$ cat src/histogram_mean_luminance_core_assert.svh
// ---------------------------------------------------------------------------
// Assertion macros for the histogram mean luminance core
// Clocked, reset-gated property checks that report through $error.
// ---------------------------------------------------------------------------
`ifndef HISTOGRAM_MEAN_LUMINANCE_CORE_ASSERT_SVH
`define HISTOGRAM_MEAN_LUMINANCE_CORE_ASSERT_SVH

// Check that a property holds at every clock edge outside reset.
`define HML_ASSERT(name, prop, msg) \
  name: assert property (@(posedge clk_i) disable iff (!rst_ni) (prop)) else $error(msg);

// Check that a consequent holds in the same cycle as its antecedent.
`define HML_ASSERT_IMPL(name, ante, cons, msg) \
  name: assert property (@(posedge clk_i) disable iff (!rst_ni) (ante) |-> (cons)) \
    else $error(msg);

`endif

$ cat src/hml_pkg.sv
// ---------------------------------------------------------------------------
// Histogram mean luminance package
// Request types, queue entry type and the linear luminance table per bin.
// ---------------------------------------------------------------------------
package hml_pkg;

  localparam int unsigned Bins   = 32;
  localparam int unsigned IdxW   = $clog2(Bins + 1);
  localparam int unsigned RomAw  = $clog2(Bins);
  localparam int unsigned PixW   = 40;
  localparam int unsigned WgtW   = 56;
  localparam int unsigned ProdW  = 48;
  localparam int unsigned NumW   = 64;
  localparam int unsigned QuoW   = 15;
  localparam int unsigned CntW   = $clog2(QuoW);

  localparam logic [63:0] Span    = 64'(Bins - 1);
  localparam logic [63:0] LinDen  = 64'd1292 * Span;
  localparam logic [63:0] LinDen2 = 64'd2 * LinDen;
  localparam logic [63:0] GamDen  = 64'd1055 * Span;
  localparam logic [63:0] GamHalf = GamDen / 64'd2;
  localparam logic [63:0] Q30One  = 64'd1 << 30;

  typedef struct packed {
    logic [31:0] bin_count;
    logic        last_bin;
  } hml_in_t;

  typedef struct packed {
    logic [14:0] mean_luminance;
    logic        empty_res;
    logic        overrun;
  } hml_out_t;

  typedef struct packed {
    logic [31:0] count;
    logic [15:0] weight;
    logic        last;
    logic        ovr;
  } hml_entry_t;

  typedef logic [15:0] lum_rom_t [Bins];

  function automatic logic [63:0] mul_q30(logic [63:0] a, logic [63:0] b);
    return (a * b + (64'd1 << 29)) >> 30;
  endfunction

  function automatic logic [63:0] pow5_q30(logic [63:0] r);
    logic [63:0] p;
    p = mul_q30(r, r);
    p = mul_q30(p, r);
    p = mul_q30(p, r);
    return mul_q30(p, r);
  endfunction

  function automatic logic [15:0] decode_entry(logic [63:0] i);
    logic [63:0] v;
    logic [63:0] n;
    logic [63:0] t;
    logic [63:0] t2;
    logic [63:0] lo;
    logic [63:0] hi;
    logic [63:0] mid;
    if (64'd100000 * i <= 64'd4045 * Span) begin
      v = (i * 64'd13107200 + LinDen) / LinDen2;
    end else begin
      n  = 64'd1000 * i + 64'd55 * Span;
      t  = ((n << 30) + GamHalf) / GamDen;
      lo = 64'd0;
      hi = Q30One;
      if (t > Q30One) t = Q30One;
      t2 = mul_q30(t, t);
      for (int s = 0; s < 32; s++) begin
        if (lo < hi) begin
          mid = (lo + hi + 64'd1) >> 1;
          if (pow5_q30(mid) <= t2) lo = mid;
          else hi = mid - 64'd1;
        end
      end
      v = (mul_q30(t2, lo) + (64'd1 << 13)) >> 14;
    end
    if (v > 64'd65535) v = 64'd65535;
    return v[15:0];
  endfunction

  function automatic lum_rom_t build_lum_rom();
    lum_rom_t rom;
    for (int k = 0; k < Bins; k++) begin
      rom[k] = decode_entry(64'(k));
    end
    return rom;
  endfunction

  localparam lum_rom_t LumRom = build_lum_rom();

endpackage

$ cat src/hml_front.sv
// ---------------------------------------------------------------------------
// Histogram mean luminance front end
// Tracks the bin position, looks up the bin weight and flags overrun bins.
// ---------------------------------------------------------------------------
module hml_front (
  input  logic                clk_i,
  input  logic                rst_ni,
  input  logic                in_valid_i,
  output logic                in_ready_o,
  input  hml_pkg::hml_in_t    in_req_i,
  output logic                push_o,
  input  logic                push_ready_i,
  output hml_pkg::hml_entry_t push_entry_o
);
  import hml_pkg::*;

  logic [IdxW-1:0] idx_q, idx_d;
  logic            ovr_q, ovr_d;
  logic            in_range;
  logic            accept;

  assign in_ready_o = push_ready_i;
  assign accept     = in_valid_i && push_ready_i;
  assign push_o     = accept;
  assign in_range   = idx_q < IdxW'(Bins);

  always_comb begin
    push_entry_o.count  = in_range ? in_req_i.bin_count : '0;
    push_entry_o.weight = in_range ? LumRom[idx_q[RomAw-1:0]] : '0;
    push_entry_o.last   = in_req_i.last_bin;
    push_entry_o.ovr    = ovr_q || !in_range;
  end

  always_comb begin
    idx_d = idx_q;
    ovr_d = ovr_q;
    if (accept) begin
      if (in_req_i.last_bin) begin
        idx_d = '0;
        ovr_d = 1'b0;
      end else if (in_range) begin
        idx_d = idx_q + IdxW'(1);
      end else begin
        ovr_d = 1'b1;
      end
    end
  end

  always_ff @(posedge clk_i or negedge rst_ni) begin
    if (!rst_ni) begin
      idx_q <= '0;
      ovr_q <= 1'b0;
    end else begin
      idx_q <= idx_d;
      ovr_q <= ovr_d;
    end
  end

endmodule

$ cat src/hml_queue.sv
// ---------------------------------------------------------------------------
// Histogram mean luminance queue
// Four-entry register queue between the front end and the back end.
// ---------------------------------------------------------------------------
module hml_queue (
  input  logic                clk_i,
  input  logic                rst_ni,
  input  logic                push_i,
  output logic                push_ready_o,
  input  hml_pkg::hml_entry_t push_entry_i,
  output logic                pop_valid_o,
  input  logic                pop_i,
  output hml_pkg::hml_entry_t pop_entry_o
);
  import hml_pkg::*;

  localparam int unsigned Depth = 4;
  localparam int unsigned PtrW  = $clog2(Depth);

  hml_entry_t      mem_q [Depth];
  logic [PtrW-1:0] wr_q, wr_d;
  logic [PtrW-1:0] rd_q, rd_d;
  logic [PtrW:0]   fill_q, fill_d;
  logic            do_push;
  logic            do_pop;

  assign push_ready_o = fill_q != (PtrW + 1)'(Depth);
  assign pop_valid_o  = fill_q != '0;
  assign pop_entry_o  = mem_q[rd_q];
  assign do_push      = push_i && push_ready_o;
  assign do_pop       = pop_i && pop_valid_o;

  always_comb begin
    wr_d   = do_push ? wr_q + PtrW'(1) : wr_q;
    rd_d   = do_pop ? rd_q + PtrW'(1) : rd_q;
    fill_d = fill_q;
    if (do_push && !do_pop) fill_d = fill_q + (PtrW + 1)'(1);
    else if (!do_push && do_pop) fill_d = fill_q - (PtrW + 1)'(1);
  end

  always_ff @(posedge clk_i) begin
    if (do_push) mem_q[wr_q] <= push_entry_i;
  end

  always_ff @(posedge clk_i or negedge rst_ni) begin
    if (!rst_ni) begin
      wr_q   <= '0;
      rd_q   <= '0;
      fill_q <= '0;
    end else begin
      wr_q   <= wr_d;
      rd_q   <= rd_d;
      fill_q <= fill_d;
    end
  end

endmodule

$ cat src/hml_back.sv
// ---------------------------------------------------------------------------
// Histogram mean luminance back end
// Weights and sums the bins, then divides once per histogram for the mean.
// ---------------------------------------------------------------------------
module hml_back (
  input  logic                clk_i,
  input  logic                rst_ni,
  input  logic                pop_valid_i,
  output logic                pop_o,
  input  hml_pkg::hml_entry_t pop_entry_i,
  output logic                out_valid_o,
  input  logic                out_ready_i,
  output hml_pkg::hml_out_t   out_req_o
);
  import hml_pkg::*;

  typedef enum logic [3:0] {
    S_RUN  = 4'b0001,
    S_PREP = 4'b0010,
    S_DIV  = 4'b0100,
    S_OUT  = 4'b1000
  } state_e;

  state_e           state_q, state_d;
  logic             s1_valid_q;
  logic             s1_last_q;
  logic             s1_ovr_q;
  logic [31:0]      s1_cnt_q;
  logic [ProdW-1:0] s1_prod_q;
  logic [PixW-1:0]  pix_q, pix_d;
  logic [WgtW-1:0]  wgt_q, wgt_d;
  logic             ovr_q, ovr_d;
  logic             empty_q, empty_d;
  logic [NumW-1:0]  rem_q, rem_d;
  logic [NumW-1:0]  dsh_q, dsh_d;
  logic [QuoW-1:0]  quo_q, quo_d;
  logic [CntW-1:0]  cnt_q, cnt_d;
  logic             out_valid_q, out_valid_d;
  hml_out_t         out_q, out_d;
  logic [NumW-1:0]  wgt_ext;
  logic             ge;

  assign pop_o       = (state_q == S_RUN) && pop_valid_i && !(s1_valid_q && s1_last_q);
  assign out_valid_o = out_valid_q;
  assign out_req_o   = out_q;
  assign wgt_ext     = NumW'(wgt_q);
  assign ge          = rem_q >= dsh_q;

  always_ff @(posedge clk_i) begin
    if (pop_o) begin
      s1_prod_q <= ProdW'(pop_entry_i.count) * ProdW'(pop_entry_i.weight);
      s1_cnt_q  <= pop_entry_i.count;
      s1_last_q <= pop_entry_i.last;
      s1_ovr_q  <= pop_entry_i.ovr;
    end
  end

  always_comb begin
    state_d     = state_q;
    pix_d       = pix_q;
    wgt_d       = wgt_q;
    ovr_d       = ovr_q;
    empty_d     = empty_q;
    rem_d       = rem_q;
    dsh_d       = dsh_q;
    quo_d       = quo_q;
    cnt_d       = cnt_q;
    out_d       = out_q;
    out_valid_d = out_valid_q && !out_ready_i;
    unique case (state_q)
      S_RUN: begin
        if (s1_valid_q) begin
          pix_d = pix_q + PixW'(s1_cnt_q);
          wgt_d = wgt_q + WgtW'(s1_prod_q);
          if (s1_last_q) begin
            ovr_d   = s1_ovr_q;
            state_d = S_PREP;
          end
        end
      end
      S_PREP: begin
        rem_d   = (wgt_ext << 7) + (wgt_ext << 6) + (wgt_ext << 3) + (NumW'(pix_q) << 8);
        dsh_d   = NumW'(pix_q) << (9 + QuoW - 1);
        empty_d = pix_q == '0;
        quo_d   = '0;
        cnt_d   = CntW'(QuoW - 1);
        pix_d   = '0;
        wgt_d   = '0;
        state_d = S_DIV;
      end
      S_DIV: begin
        rem_d = ge ? rem_q - dsh_q : rem_q;
        quo_d = {quo_q[QuoW-2:0], ge};
        dsh_d = dsh_q >> 1;
        cnt_d = cnt_q - CntW'(1);
        if (cnt_q == '0) state_d = S_OUT;
      end
      S_OUT: begin
        if (!out_valid_q || out_ready_i) begin
          out_d.mean_luminance = empty_q ? '0 : quo_q;
          out_d.empty_res      = empty_q;
          out_d.overrun        = ovr_q;
          out_valid_d          = 1'b1;
          state_d              = S_RUN;
        end
      end
      default: state_d = S_RUN;
    endcase
  end

  always_ff @(posedge clk_i) begin
    rem_q <= rem_d;
    dsh_q <= dsh_d;
    quo_q <= quo_d;
    out_q <= out_d;
  end

  always_ff @(posedge clk_i or negedge rst_ni) begin
    if (!rst_ni) begin
      state_q     <= S_RUN;
      s1_valid_q  <= 1'b0;
      pix_q       <= '0;
      wgt_q       <= '0;
      ovr_q       <= 1'b0;
      empty_q     <= 1'b0;
      cnt_q       <= '0;
      out_valid_q <= 1'b0;
    end else begin
      state_q     <= state_d;
      s1_valid_q  <= pop_o;
      pix_q       <= pix_d;
      wgt_q       <= wgt_d;
      ovr_q       <= ovr_d;
      empty_q     <= empty_d;
      cnt_q       <= cnt_d;
      out_valid_q <= out_valid_d;
    end
  end

  `include "histogram_mean_luminance_core_assert.svh"

  `HML_ASSERT_IMPL(a_pop_in_run, pop_o, state_q == S_RUN, "pop outside run state")
  `HML_ASSERT_IMPL(a_div_count, state_q == S_DIV, cnt_q <= CntW'(QuoW - 1), "divider count out of range")
  `HML_ASSERT_IMPL(a_mean_range, out_valid_q, out_q.mean_luminance <= 15'd25600, "mean above full scale")
  `HML_ASSERT_IMPL(a_empty_zero, out_valid_q && out_q.empty_res, out_q.mean_luminance == '0, "empty result not zero")

endmodule

$ cat src/histogram_mean_luminance_core.sv
// ---------------------------------------------------------------------------
// Histogram mean luminance core
// Mean linear luminance percent in Q8.8 from a stream of histogram bins.
// ---------------------------------------------------------------------------
// Input channel: one request per histogram bin, in bin order, with last_bin
// set on the final bin. Bins are taken one per cycle while the queue has
// room; the front end weights each bin from a constant sRGB-decode table
// and queues it (four entries). Output channel: one request per histogram,
// after the last bin, carrying the mean, the empty flag and the overrun flag
// (bins beyond 32 dropped). From the last bin to the result the path runs
// through the queue, one multiply stage, one accumulate, a setup state and
// a 15-step restoring divider. The divider is the bottleneck: the back end
// takes no new bins until a histogram's result is out; during the divide no
// bins leave the queue, and the input stalls once the queue is full.
// A result waits in the output register while out_ready_i is low; the
// back end then holds the next result and the queue absorbs new bins.
// Reset clears the bin position, sums, flags and all valid state.
// ---------------------------------------------------------------------------
module histogram_mean_luminance_core (
  input  logic              clk_i,
  input  logic              rst_ni,
  input  logic              in_valid_i,
  output logic              in_ready_o,
  input  hml_pkg::hml_in_t  in_req_i,
  output logic              out_valid_o,
  input  logic              out_ready_i,
  output hml_pkg::hml_out_t out_req_o
);
  import hml_pkg::*;

  logic       push;
  logic       push_ready;
  hml_entry_t push_entry;
  logic       pop_valid;
  logic       pop;
  hml_entry_t pop_entry;

  hml_front u_front (
    .clk_i        (clk_i),
    .rst_ni       (rst_ni),
    .in_valid_i   (in_valid_i),
    .in_ready_o   (in_ready_o),
    .in_req_i     (in_req_i),
    .push_o       (push),
    .push_ready_i (push_ready),
    .push_entry_o (push_entry)
  );

  hml_queue u_queue (
    .clk_i        (clk_i),
    .rst_ni       (rst_ni),
    .push_i       (push),
    .push_ready_o (push_ready),
    .push_entry_i (push_entry),
    .pop_valid_o  (pop_valid),
    .pop_i        (pop),
    .pop_entry_o  (pop_entry)
  );

  hml_back u_back (
    .clk_i       (clk_i),
    .rst_ni      (rst_ni),
    .pop_valid_i (pop_valid),
    .pop_o       (pop),
    .pop_entry_i (pop_entry),
    .out_valid_o (out_valid_o),
    .out_ready_i (out_ready_i),
    .out_req_o   (out_req_o)
  );

endmodule
$ cat config.mk
export PLATFORM = sky130hd
export DESIGN_NAME = histogram_mean_luminance_core
export DESIGN_NICKNAME = d
export VERILOG_FILES = /design/src/hml_pkg.sv /design/src/hml_front.sv /design/src/hml_queue.sv /design/src/hml_back.sv /design/src/histogram_mean_luminance_core.sv
export VERILOG_INCLUDE_DIRS = /design/src /design/src/src
export SDC_FILE = /design/constraint.sdc
export NUM_CORES = 2
export LEC_CHECK = 0
export BUFFER_PORTS_ARGS = -buffer_cell sky130_fd_sc_hd__buf_2
export CORE_AREA = 2 2 285 287
export CTS_CLUSTER_SIZE = 20
export DETAILED_ROUTE_END_ITERATION = 7
export DIE_AREA = 0 0 287 289
export PLACE_DENSITY = 0.81
export SLEW_MARGIN = 10
export SYNTH_ARGS = -nofsm -noshare
export SYNTH_HDL_FRONTEND = slang
export SYNTH_SLANG_ARGS = --single-unit
$ cat constraint.sdc
create_clock -name clk_i -period 18 [get_ports clk_i]
set_input_delay 1.8 -clock clk_i [delete_from_list [all_inputs] [get_ports clk_i]]
set_output_delay 1.8 -clock clk_i [all_outputs]
set_load 0.01 [all_outputs]
==> flow_metrics.tcl <==
set metrics [dict create \
    avgRoutedWirePerCell_um 19.8 \
    dr.pass1.iters 6 \
    regArea_mm2 0.0163 \
    worst-path-max-fanout 67 \
    synth_area_per_cell_um2 9.99 \
    avgViaCountPerCell 6.03 \
    cts_made_buffers 66 \
    port_buffers 55 \
    via_count 36800 \
    grt_pass1_vias 37700 \
    critPathCaptureType "flip-flop" \
    ys_types 98 \
    diodes 0 \
    drive_above_1_share_pct 5.77 \
    grt_pass1_wl_mm 196 \
    fmax_mhz 111 \
    die_x_um 287 \
    grt_max_degree 103 \
    syn_to_final_growth_pct 6.20 \
    multiInputGateArea_mm2 0.0314 \
    dp_slack_ps 9130 \
    groute.usage.overall_pct 29.7 \
    finalHoldViolations 0 \
    num_rows 104 \
    final_net_count 5903 \
    path_buf_inv 5 \
    slew-limit-headroom_pct 24.2 \
    initial_core_util_pct 63.4 \
    status "completed" \
    insertion_delay_ps 630 \
    syn-instance-count 5073 \
    fin_skew_ps 20.6 \
    min_path_type "reg2reg" \
    path_delay_family "adder cells" \
    cts_root_buffer "clkbuf_16" \
    clkSlewWorstSetupHoldPaths_ps 60 \
    cp.required_ps 18370 \
    ys.flop_type "edfxtp_1" \
    synth.area.top_cells "edfxtp_1 (26%), fa_1 (20%), ha_1 (8.8%)" \
    synth_top_area_share_pct 26.1 \
    cp-start-kind "flip-flop" \
    io_pins 56 \
    grt_antenna_before_repair 0 \
    yosysWarnings 0 \
    min_period_ps 9040 \
    cts_sinks 563 \
    hpwlAfterDp_mm 90.4 \
    synth_common_cells "nand2_1 (596), inv_1 (587), fa_1 (515)" \
    die_area_mm2 0.0829 \
    cts_tree "done" \
    crit_slowest_cell "buf_4" \
    synth_area_leader_cell "edfxtp_1" \
    ys_seq_area_share_pct 32.2 \
    post_cts_buffers 0 \
    syn_area_mm2 0.0507 \
    timing.final.crit_share_pct 50.2 \
    finalSetupTns_ps 0 \
    clockBufferDepth 3 \
    hold_buffers 0 \
    synth_edf_count 441 \
    chipHeight_um 289 \
    drt_wl_total_mm 121 \
    slew_viol_final 0 \
    synthArstFlopShare_pct 21.7 \
    crit_arrival_ps 9410 \
    core_area_mm2 0.0799 \
    fillers 6079 \
    fin_ws_ps 8960 \
    htreeDepth 3 \
    synth.most_common_cell "nand2_1" \
    yosys_register_bits 563 \
    drtAntennaViolNets 0 \
    place_congestion 0.950 \
    cpMostUsedCell "fa_1" \
    fin_util_pct 67.4 \
    rsz0062_at_grt "no" \
    dr.first_iter.drc_count 2866 \
    critical_path_class "reg2reg" \
    drc 0 \
    cap_violations 0 \
    grt_remaining_overflow 0 \
    cp_slowest_stage_delay_ps 750 \
    syn_nets 5980 \
    worst_slew_pin_slew_ps 1140 \
    cts_resized 0 \
    setup_viol 0 \
]
-- metrics by stage --
| stage | instances | instance area, µm² | hold WS, ps |
|---|---|---|---|
| 2_1_floorplan | 5073 | 50700 | 421 |
| 3_3_place_gp | 5988 | 51700 | 428 |
| 3_5_place_dp | 5988 | 51700 | 429 |
| 4_1_cts | 6106 | 53800 | 443 |
| 5_1_grt | 6106 | 53800 | 465 |
| 6_report | 6106 | 53800 | 444 |
-- cell type report --
cell class	count	share of cell area (%)
clock buffer	83	3.36
clock inverter	35	0.630
inverter	588	4.10
multi-input combinational	3696	58.3
sequential	563	30.3
tap	1060	2.46
timing repair buffer	81	0.886
-- registers in the layout, indices dropped and copies added (netlist names), 3 cells and up --
register,count
u_back.rem_q,64
u_front.idx_q,6
u_queue.mem_q,200
u_back.s1_cnt_q,32
u_back.dsh_q,63
u_queue.fill_q,3
u_back.cnt_q,4
u_back.s1_prod_q,48
u_back.quo_q,15
u_back.state_q,4
u_back.pix_q,40
u_back.wgt_q,56
u_back.out_req_o,17
-- per-layer routing --
| layer | GRT usage, % | vias up | share of wire [%] |
|---|---|---|---|
| met5 | 0 | - | 0 |
| met3 | 4.37 | 282 | 7.1 |
| met4 | 10.8 | 0 | 3.6 |
| li1 | - | 17000 | - |
| met1 | 39.8 | 18100 | 41 |
| met2 | 49.7 | 1444 | 48 |
-- worst reg2reg max path, delay by kind of cell (launching register included) --
kind            cells  cell delay (ps)
fa+ha+maj           7             3340
compound gates      8             2140
buf+inv             5             1310
simple gates        5              980
mux                 1              490
flops               1              480
xor+xnor            1               60
-- cell usage in the layout, fill, tap and decap left out, types with 29 or more instances in the layout --
| cell type | netlist | routed |
|---|---|---|
| a21o_1 | 135 | 135 |
| a21oi_1 | 317 | 316 |
| a31oi_1 | 33 | 33 |
| and2_1 | 134 | 134 |
| and3_1 | 35 | 31 |
| buf_2 | 10 | 54 |
| clkbuf_16 | 0 | 69 |
| dfrtp_1 | 121 | 118 |
| edfxtp_1 | 441 | 441 |
| fa_1 | 515 | 515 |
| ha_1 | 355 | 355 |
| inv_1 | 587 | 587 |
| mux2i_1 | 29 | 29 |
| nand2_1 | 596 | 594 |
| nand2b_1 | 30 | 29 |
| nand3_1 | 139 | 139 |
| nand4_1 | 42 | 42 |
| nor2_1 | 302 | 301 |
| nor2b_1 | 89 | 89 |
| o21a_1 | 32 | 32 |
| o21ai_0 | 276 | 276 |
| o21ai_1 | 36 | 36 |
| o21bai_1 | 34 | 34 |
| xnor2_1 | 138 | 138 |
| xor2_1 | 105 | 105 |
-- cell families (layout without fill, tap and decap cells) --
kind of cell,Yosys count,count (layout),synth area share [%]
xor gates and xnor gates,243,243,4.20
muxes,81,81,2.33
adders and majority gates,870,870,29.1
AOI/OAI and AO/OA,1041,1041,12.8
buffers and inverters,814,787,6.07
and+or+nand+nor,1461,1461,13.4
DFF,563,563,32.2
-- path summary, 6_finish.rpt --
check | from | endpoint | slack, ps | cells past startpoint
setup / recovery | u_queue.rd_q[1]$_DFFE_PN0P_ | u_back.s1_prod_q[46]$_DFFE_PP_ | 8960 | 27
hold / removal | u_back.ovr_q$_DFFE_PN0P_ | u_back.out_req_o[0]$_DFFE_PP_ | 440 | 0
setup reg to reg | u_queue.rd_q[1]$_DFFE_PN0P_ | u_back.s1_prod_q[46]$_DFFE_PP_ | 8960 | 27
hold reg to reg | u_back.ovr_q$_DFFE_PN0P_ | u_back.out_req_o[0]$_DFFE_PP_ | 440 | 0
max in group asynchronous | rst_ni | u_back.wgt_q[53]$_DFFE_PN0P_ | 15500 | 2
min in group asynchronous | rst_ni | u_front.idx_q[2]$_DFFE_PN0P_ | 1150 | 1
Power is left out: the tool's default activity adds up to more than one toggle a clock period on the data nets, which glitch-free logic cannot reach.
